## config.mk

```make
export PLATFORM = sky130hd
export DESIGN_NAME = keypad_debounce_repeat_mode
export DESIGN_NICKNAME = d
export VERILOG_FILES = /design/src/kdr_pkg.sv /design/src/keypad_debounce_repeat_mode.sv
export SDC_FILE = /design/constraint.sdc
export NUM_CORES = 2
export LEC_CHECK = 0
export BUFFER_PORTS_ARGS = -buffer_cell sky130_fd_sc_hd__buf_2
export CAP_MARGIN = 20
export CELL_PAD_IN_SITES_DETAIL_PLACEMENT = 0
export CELL_PAD_IN_SITES_GLOBAL_PLACEMENT = 2
export CORE_MARGIN = 3
export CORE_UTILIZATION = 38
export CTS_BUF_LIST = sky130_fd_sc_hd__clkbuf_4
export DETAILED_ROUTE_END_ITERATION = 10
export PLACE_DENSITY_LB_ADDON = 0.15
export SETUP_SLACK_MARGIN = 0.15
export SLEW_MARGIN = 25
export SYNTH_ARGS = -nofsm -noshare
export SYNTH_HDL_FRONTEND = slang
export SYNTH_SLANG_ARGS = --single-unit
```

## constraint.sdc

```tcl
create_clock -name clk_i -period 6.6 [get_ports clk_i]
set_clock_uncertainty 0.05 [all_clocks]
set_input_delay 0.33 -clock clk_i [delete_from_list [all_inputs] [get_ports clk_i]]
set_output_delay 0.33 -clock clk_i [all_outputs]
set_load 0.005 [all_outputs]
```

## src/kdr_pkg.sv

```systemverilog
// Package: constants, types and register codes for the keypad debounce block.
package kdr_pkg;

  localparam int NumKeys  = 10;
  localparam int TimeBits = 32;
  localparam int CfgBits  = 16;
  localparam int CfgIdxBits = 3;
  localparam int ModeKey  = NumKeys - 1;

  typedef logic [NumKeys-1:0]  key_t;
  typedef logic [TimeBits-1:0] time_t;
  typedef logic [CfgBits-1:0]  cfg_t;
  typedef logic [3:0]          digit_t;

  typedef enum logic [CfgIdxBits-1:0] {
    CfgDebounce   = 3'd0,
    CfgRptDelay   = 3'd1,
    CfgRptIntvl   = 3'd2,
    CfgLongPress  = 3'd3,
    CfgRepeatKeys = 3'd4
  } cfg_idx_e;

  localparam cfg_t   DebounceRst   = cfg_t'(20);
  localparam cfg_t   RptDelayRst   = cfg_t'(400);
  localparam cfg_t   RptIntvlRst   = cfg_t'(100);
  localparam cfg_t   LongPressRst  = cfg_t'(600);
  localparam key_t   RepeatKeysRst = key_t'(170);
  localparam digit_t DigitLast     = 4'd9;

endpackage

```

## src/keypad_debounce_repeat_mode.sv

```systemverilog
// Top level: keypad debounce with auto-repeat and long-press mode toggle.
// Result path: an accepted request passes the input register, then the result register.
// Throughput: one request per cycle unless stalled; all per-key compares run in one pass.
// Reset: asynchronous, clears key state, repeat times and mode; config returns to defaults.
// Backpressure on the result stalls the input stage; a request is taken while
// a result waits as long as the input stage is empty.
module keypad_debounce_repeat_mode (
  input  logic                      clk_i,
  input  logic                      rst_ni,
  input  logic                      cfg_we_i,
  input  logic [kdr_pkg::CfgIdxBits-1:0] cfg_index_i,
  input  logic [kdr_pkg::CfgBits-1:0]    cfg_wdata_i,
  input  logic                      in_valid_i,
  output logic                      in_ready_o,
  input  logic [kdr_pkg::NumKeys-1:0]    raw_keys_i,
  input  logic [kdr_pkg::TimeBits-1:0]   now_ms_i,
  output logic                      out_valid_o,
  input  logic                      out_ready_i,
  output logic [kdr_pkg::NumKeys-1:0]    key_events_o,
  output logic [kdr_pkg::NumKeys-1:0]    held_keys_o,
  output logic                      digit_mode_o,
  output logic                      digit_valid_o,
  output logic [3:0]                digit_value_o
);
  import kdr_pkg::*;

  cfg_t  debounce_q, rpt_delay_q, rpt_intvl_q, long_press_q;
  key_t  repeat_keys_q;

  logic  in_vld_q;
  key_t  raw_q;
  time_t now_q;

  key_t  stable_q, prev_q;
  time_t chg_time_q, mode_time_q;
  time_t nrt_q [NumKeys];
  logic  pend_q, long_q, dmode_q;

  logic   out_vld_q;
  key_t   events_q, held_q;
  logic   dmode_out_q, dvalid_q;
  digit_t dvalue_q;

  logic   adv, accept;
  logic   stab;
  time_t  chg_time_d;
  key_t   pressed, released, events_d;
  time_t  nrt_d [NumKeys];
  time_t  nrt_eff, now_dly, now_int;
  time_t  mode_time_d;
  logic   pend_eff, long_eff, long_hit, short_rel;
  logic   pend_d, long_d, dmode_d;
  logic   dvalid_d;
  digit_t dvalue_d, dcnt;

  assign adv        = in_vld_q && (!out_vld_q || out_ready_i);
  assign in_ready_o = !in_vld_q || adv;
  assign accept     = in_valid_i && in_ready_o;

  always_ff @(posedge clk_i or negedge rst_ni) begin
    if (!rst_ni) begin
      debounce_q    <= DebounceRst;
      rpt_delay_q   <= RptDelayRst;
      rpt_intvl_q   <= RptIntvlRst;
      long_press_q  <= LongPressRst;
      repeat_keys_q <= RepeatKeysRst;
    end else if (cfg_we_i) begin
      case (cfg_idx_e'(cfg_index_i))
        CfgDebounce:   debounce_q    <= cfg_wdata_i;
        CfgRptDelay:   rpt_delay_q   <= cfg_wdata_i;
        CfgRptIntvl:   rpt_intvl_q   <= cfg_wdata_i;
        CfgLongPress:  long_press_q  <= cfg_wdata_i;
        CfgRepeatKeys: repeat_keys_q <= cfg_wdata_i[NumKeys-1:0];
        default: ;
      endcase
    end
  end

  always_ff @(posedge clk_i or negedge rst_ni) begin
    if (!rst_ni) begin
      in_vld_q <= 1'b0;
    end else if (in_ready_o) begin
      in_vld_q <= in_valid_i;
    end
  end

  always_ff @(posedge clk_i) begin
    if (accept) begin
      raw_q <= raw_keys_i;
      now_q <= now_ms_i;
    end
  end

  always_comb begin
    chg_time_d = (raw_q != prev_q) ? now_q : chg_time_q;
    stab       = (now_q - chg_time_d) >= time_t'(debounce_q);
    pressed    = raw_q & ~stable_q;
    released   = stable_q & ~raw_q;
    now_dly    = now_q + time_t'(rpt_delay_q);
    now_int    = now_q + time_t'(rpt_intvl_q);
    events_d   = '0;
    dvalid_d   = 1'b0;
    dvalue_d   = '0;
    dcnt       = 4'd1;
    nrt_eff    = '0;
    for (int i = 0; i < NumKeys; i++) begin
      nrt_eff  = pressed[i] ? now_dly : nrt_q[i];
      nrt_d[i] = nrt_eff;
      if (pressed[i] && (i != ModeKey)) begin
        if (dmode_q) begin
          dvalid_d = 1'b1;
          dvalue_d = dcnt;
        end else begin
          events_d[i] = 1'b1;
        end
      end
      if (!dmode_q && raw_q[i] && repeat_keys_q[i] && (now_q >= nrt_eff)) begin
        events_d[i] = 1'b1;
        nrt_d[i]    = now_int;
      end
      dcnt = (dcnt == DigitLast) ? 4'd0 : dcnt + 4'd1;
    end

    mode_time_d = pressed[ModeKey] ? now_q : mode_time_q;
    pend_eff    = pressed[ModeKey] || pend_q;
    long_eff    = pressed[ModeKey] ? 1'b0 : long_q;
    long_hit    = raw_q[ModeKey] && pend_eff && !long_eff &&
                  ((now_q - mode_time_d) > time_t'(long_press_q));
    dmode_d     = dmode_q ^ long_hit;
    pend_d      = pend_eff;
    long_d      = long_eff || long_hit;
    if (long_hit) begin
      events_d[ModeKey] = 1'b1;
    end
    short_rel = released[ModeKey] && pend_eff && !long_eff;
    if (short_rel) begin
      if (dmode_d) begin
        dvalid_d = 1'b1;
        dvalue_d = '0;
      end else begin
        events_d[ModeKey] = 1'b1;
      end
    end
    if (released[ModeKey]) begin
      pend_d = 1'b0;
      long_d = 1'b0;
    end
  end

  always_ff @(posedge clk_i or negedge rst_ni) begin
    if (!rst_ni) begin
      stable_q    <= '0;
      prev_q      <= '0;
      chg_time_q  <= '0;
      mode_time_q <= '0;
      pend_q      <= 1'b0;
      long_q      <= 1'b0;
      dmode_q     <= 1'b0;
      for (int i = 0; i < NumKeys; i++) begin
        nrt_q[i] <= '0;
      end
    end else if (adv) begin
      prev_q     <= raw_q;
      chg_time_q <= chg_time_d;
      if (stab) begin
        stable_q    <= raw_q;
        mode_time_q <= mode_time_d;
        pend_q      <= pend_d;
        long_q      <= long_d;
        dmode_q     <= dmode_d;
        for (int i = 0; i < NumKeys; i++) begin
          nrt_q[i] <= nrt_d[i];
        end
      end
    end
  end

  always_ff @(posedge clk_i or negedge rst_ni) begin
    if (!rst_ni) begin
      out_vld_q <= 1'b0;
    end else if (adv) begin
      out_vld_q <= 1'b1;
    end else if (out_ready_i) begin
      out_vld_q <= 1'b0;
    end
  end

  always_ff @(posedge clk_i) begin
    if (adv) begin
      events_q    <= stab ? events_d : '0;
      held_q      <= stab ? raw_q : stable_q;
      dmode_out_q <= stab ? dmode_d : dmode_q;
      dvalid_q    <= stab && dvalid_d;
      dvalue_q    <= stab ? dvalue_d : '0;
    end
  end

  assign out_valid_o   = out_vld_q;
  assign key_events_o  = events_q;
  assign held_keys_o   = held_q;
  assign digit_mode_o  = dmode_out_q;
  assign digit_valid_o = dvalid_q;
  assign digit_value_o = dvalue_q;

  a_no_digit_zero: assert property (@(posedge clk_i) disable iff (!rst_ni)
    out_valid_o && !digit_valid_o |-> digit_value_o == '0)
    else $error("digit value set without a digit");

  a_digit_no_game: assert property (@(posedge clk_i) disable iff (!rst_ni)
    out_valid_o && digit_valid_o |->
      (key_events_o & ~(key_t'(1) << ModeKey)) == '0)
    else $error("game events alongside a digit");

  a_held_stable: assert property (@(posedge clk_i) disable iff (!rst_ni)
    !adv |=> $stable(stable_q) && $stable(dmode_q))
    else $error("key state moved without an advancing request");

  a_stall_full: assert property (@(posedge clk_i) disable iff (!rst_ni)
    !in_ready_o |-> in_vld_q && out_vld_q && !out_ready_i)
    else $error("input stalled with room downstream");

endmodule

```

==> out/results.md <==
| Group | Quantity | This run |
| --- | --- | --- |
| worst setup path | Data required time at the worst endpoint | 7.53 ns |
| power | Highest ir drop seen on vdd | 0.2185 mV |
| sta | Final Cycle Share | 95.77% |
| cts | Clock latency on the worst-skew pair | 1.12 ns |
| detailed routing | Residual antenna-violating net count after detailed routing | 0 |
| global route | Antenna violations before repair | 8 |
| synth | Number of different library cells in the post-synthesis netlist | 85 |
| detailed routing | Final WL | 168.3 mm |
| layout | Commonest non-fill, non-tap cell in the layout | sky130_fd_sc_hd__nor2_1 |
| synth | EDFF count, synth | 68 |
| sta | Slew at the pin with the worst max-slew slack | 1.127 ns |
| placement | Buffers added on ports | 93 |
| sta | TNS Setup | 0 ns |
| global route | First-pass GRT wire length | 247.4 mm |
| detailed routing | Violation count after the first detailed-route iteration | 3700 |
| synth | Total of warnings raised by yosys | 0 |
| global route | Via count of the first global-routing pass | 36920 |
| cts | Total clock sinks | 551 |
| power | Design Power | 18660 uW |
| layout | Layout cell share with drive strength beyond 1 | 23.62% |
| power | Leak Pwr | 0.02351 uW |
| sta | Relative slew slack | 24.47% |
| detailed routing | Vias per inst | 5.823 |
| floorplan | Core footprint | 0.1090 sq mm |
| worst setup path | Highest fanout seen on the critical path | 5 |
| layout | Sequential standard cell area | 0.01415 sq mm |
| global route | GRT overflow | 0 |
| run status | Status | complete, no violations |
| cts | Clock Pin Slew Worst Setup and Hold Paths | 0.06 ns |
| floorplan | Starting Density | 38.36% |
| layout | Post-route standard cell area excluding fillers | 0.05163 sq mm |
| sta | Final hold vios | 0 |
| worst setup path | Crit path max-delay cell type | sky130_fd_sc_hd__or4_4 |
| floorplan | FP Rows | 121 |
| cts | CTS tree | built |
| floorplan | Die Height | 337.7 microns |
| synth | Cell area after synthesis | 0.04182 sq mm |
| cts | Buffer depth of the longest clock path | 3 |
| global route | Total routing usage reported by global routing | 28.97% |
| cts | Number of buffers created by CTS | 173 |
| synth | Mean area per synthesized cell | 9.257 sq um |
| cts | CTS Root Cell | sky130_fd_sc_hd__clkbuf_4 |
| synth | Net count of the mapped netlist | 5011 |
| synth | Sequential area share after synthesis | 33.84% |
| synth | Leading area contributor after synthesis | sky130_fd_sc_hd__dfrtp_1 |
| synth | Proportion of register bits with asynchronous set or reset after synthesis | 87.66% |
| floorplan | Number of top-level design ports | 94 |
| layout | Commonest cells after routing, fill and taps aside | sky130_fd_sc_hd__nor2_1, sky130_fd_sc_hd__dfrtp_1, sky130_fd_sc_hd__a21oi_1, sky130_fd_sc_hd__ha_1, sky130_fd_sc_hd__buf_4 |
| sta | Pins Over Slew Limit | 0 |
| sta | Setup repair after global routing missed its margin | yes |
| worst setup path | Element type at the critical path end | flip-flop |
| synth | Yosys reg bits | 551 |
| synth | Ranking of synthesized cells by area | sky130_fd_sc_hd__dfrtp_1, sky130_fd_sc_hd__ha_1, sky130_fd_sc_hd__a21oi_1 |
| worst setup path | Maximum cell stage delay along the critical path | 0.46 ns |
| detailed routing | Number of optimization iterations in the first detailed-route pass | 6 |
| floorplan | Die Span X | 337.7 microns |
| placement | Final Wtd Congestion | 0.8982 |
| layout | Area overhead of the layout relative to synthesis | 23.47% |
| worst setup path | Startpoint type of the worst setup path | flip-flop |
| layout | Area of the multi-input gates | 0.02695 sq mm |
| layout | Layout fillers | 10550 |
| worst setup path | CP arrival | 7.25 ns |
| placement | Dpl hpwl | 116.1 mm |
| min path | Kind of path behind the tightest hold check | input port to flip-flop |
| sta | Max Fclk | 0.1582 GHz |
| cts | CTS H-tree depth | 4 |
| power | Power density over cell area | 361.5 mW/mm^2 |
| sta | Min cycle time layout | 6.321 ns |
| job | Max capacitance violation total | 0 |
| worst setup path | Kind of critical path | flip-flop to flip-flop |
| synth | Most common flop cell mapped by yosys | sky130_fd_sc_hd__dfrtp_1 |
| placement | Post-place instance area | 0.04675 sq mm |
| layout | Fin nets | 5546 |
| global route | Largest net degree at the start of global routing | 94 |
| sta | Endpoints failing setup | 0 |
| detailed routing | Vias after detailed routing | 38440 |
| detailed routing | Number of remaining DRC errors | 0 |
| synth | Post-Syn Instances | 4517 |
| floorplan | Total Die Area | 0.1141 sq mm |
| detailed routing | Detailed-route wire length per cell | 25.50 microns |
| synth | Share of the synthesized area in the top cell type | 27.95% |
## layout make-up
class	instances	share of cell area, %
multi-input cells	3575	52.20
clock buffers	252	3.664
inverters	78	0.5719
diodes	6	0.02908
well taps	1414	3.427
repair buffers	673	12.09
flip-flops and latches	551	27.40
clock inverters	52	0.6131
## final timing paths
path                                 from          endpoint  slack (ns)  cells past startpoint
setup / recovery                 raw_q[3]        nrt_q[116]        0.28                     31
hold reg to reg                nrt_q[276]        nrt_q[276]        0.44                      1
hold / removal             cfg_wdata_i[3]   long_press_q[3]        0.15                      3
setup reg to reg                 raw_q[3]        nrt_q[116]        0.28                     31
max in group asynchronous          rst_ni    rpt_delay_q[3]        5.09                      4
min in group asynchronous          rst_ni  repeat_keys_q[5]        0.45                      3
## stage by stage
step / hold WS [ns] / worst slack, ns / utilization [%] / cells
2_1_floorplan: -0.01559 / 0.1519 / - / 4517
3_3_place_gp: 0.3512 / 0.07403 / 42.85 / 6105
3_5_place_dp: 0.3554 / 0.05970 / 42.89 / 6105
4_1_cts: 0.0003855 / 0.1431 / 46.42 / 6560
5_1_grt: 0.05413 / 0.03399 / 47.36 / 6599
6_report: 0.1456 / 0.2789 / 47.36 / 6601
## cell families (layout without fill, tap and decap cells)
kind of cell,count (synthesis),after routing,share of synthesized area (%)
AOI/OAI and AO/OA,1414,1414,21.39
and+or+nand+nor,1138,1138,12.50
DFF,551,551,33.84
muxes,465,465,12.76
adders and majority gates,441,441,13.16
buffers and inverters,391,1055,3.896
xor gates and xnor gates,117,117,2.451
other,0,6,0
## Yosys cell counts (57+ instances only)
| cell | n |
|---|---|
| sky130_fd_sc_hd__nor2b_1 | 57 |
| sky130_fd_sc_hd__nand4_1 | 61 |
| sky130_fd_sc_hd__o21ai_0 | 268 |
| sky130_fd_sc_hd__mux2_4 | 100 |
| sky130_fd_sc_hd__mux2_2 | 134 |
| sky130_fd_sc_hd__a22o_1 | 146 |
| sky130_fd_sc_hd__nor2_1 | 490 |
| sky130_fd_sc_hd__o22ai_1 | 152 |
| sky130_fd_sc_hd__dfrtp_1 | 467 |
| sky130_fd_sc_hd__edfxtp_1 | 68 |
| sky130_fd_sc_hd__mux2i_1 | 220 |
| sky130_fd_sc_hd__a21o_1 | 118 |
| sky130_fd_sc_hd__inv_1 | 77 |
| sky130_fd_sc_hd__ha_1 | 426 |
| sky130_fd_sc_hd__a21oi_1 | 466 |
| sky130_fd_sc_hd__nand2_1 | 241 |
| sky130_fd_sc_hd__nand2b_1 | 70 |
| sky130_fd_sc_hd__nand3_1 | 72 |
| sky130_fd_sc_hd__xnor2_1 | 65 |
| sky130_fd_sc_hd__clkbuf_1 | 224 |
## registers in the layout, indices dropped and copies added, names as in the netlist
| signal | cells |
|---|---|
| nrt_q | 320 |
| chg_time_q | 32 |
| mode_time_q | 32 |
| now_q | 32 |
| debounce_q | 16 |
| long_press_q | 16 |
| rpt_delay_q | 16 |
| rpt_intvl_q | 16 |
| held_keys_o | 10 |
| key_events_o | 10 |
| prev_q | 10 |
| raw_q | 10 |
| repeat_keys_q | 10 |
| stable_q | 10 |
| digit_value_o | 4 |
| digit_mode_o | 1 |
| digit_valid_o | 1 |
| dmode_q | 1 |
| in_vld_q | 1 |
| long_q | 1 |
| out_valid_o | 1 |
| pend_q | 1 |
## routing by layer
layer | track usage, % | up-vias | share of wire, %
met2 | 44.15 | 1355 | 44
met1 | 42.91 | 18920 | 48
met4 | 7.345 | 0 | 2.0
met3 | 4.087 | 220 | 6.1
met5 | 0 | - | 0
li1 | - | 17940 | -
## critical path: cells and delay by family (launching register included)
family	cells	cell delay, ns
simple gates	8	1.81
compound gates	11	1.64
buf+inv	8	1.19
fa+ha+maj	2	0.55
flops	1	0.44
mux	1	0.29
xor+xnor	1	0.21
## where the power goes
group,internal [uW],total (uW),leakage [uW],switching (uW)
Combinational,4330,9560,0.0157,5230
Sequential,4680,5470,0.00654,794
Clock,1890,3630,0.00131,1730
Total,10900,18700,0.0235,7760
## repair_timing
| item | 4_1_cts | 5_1_grt |
|---|---|---|
| cloned | 1 | 14 |
| endpoints found under the setup margin | 338 | 391 |
| endpoints found under the hold margin | 524 | 0 |
| resized for setup | 14 | 136 |
| hold buffers | 139 | 0 |
| buffers inserted | 11 | 22 |
| pin swaps | 8 | 101 |
No activity file was read; power rests on OpenSTA's default activity.
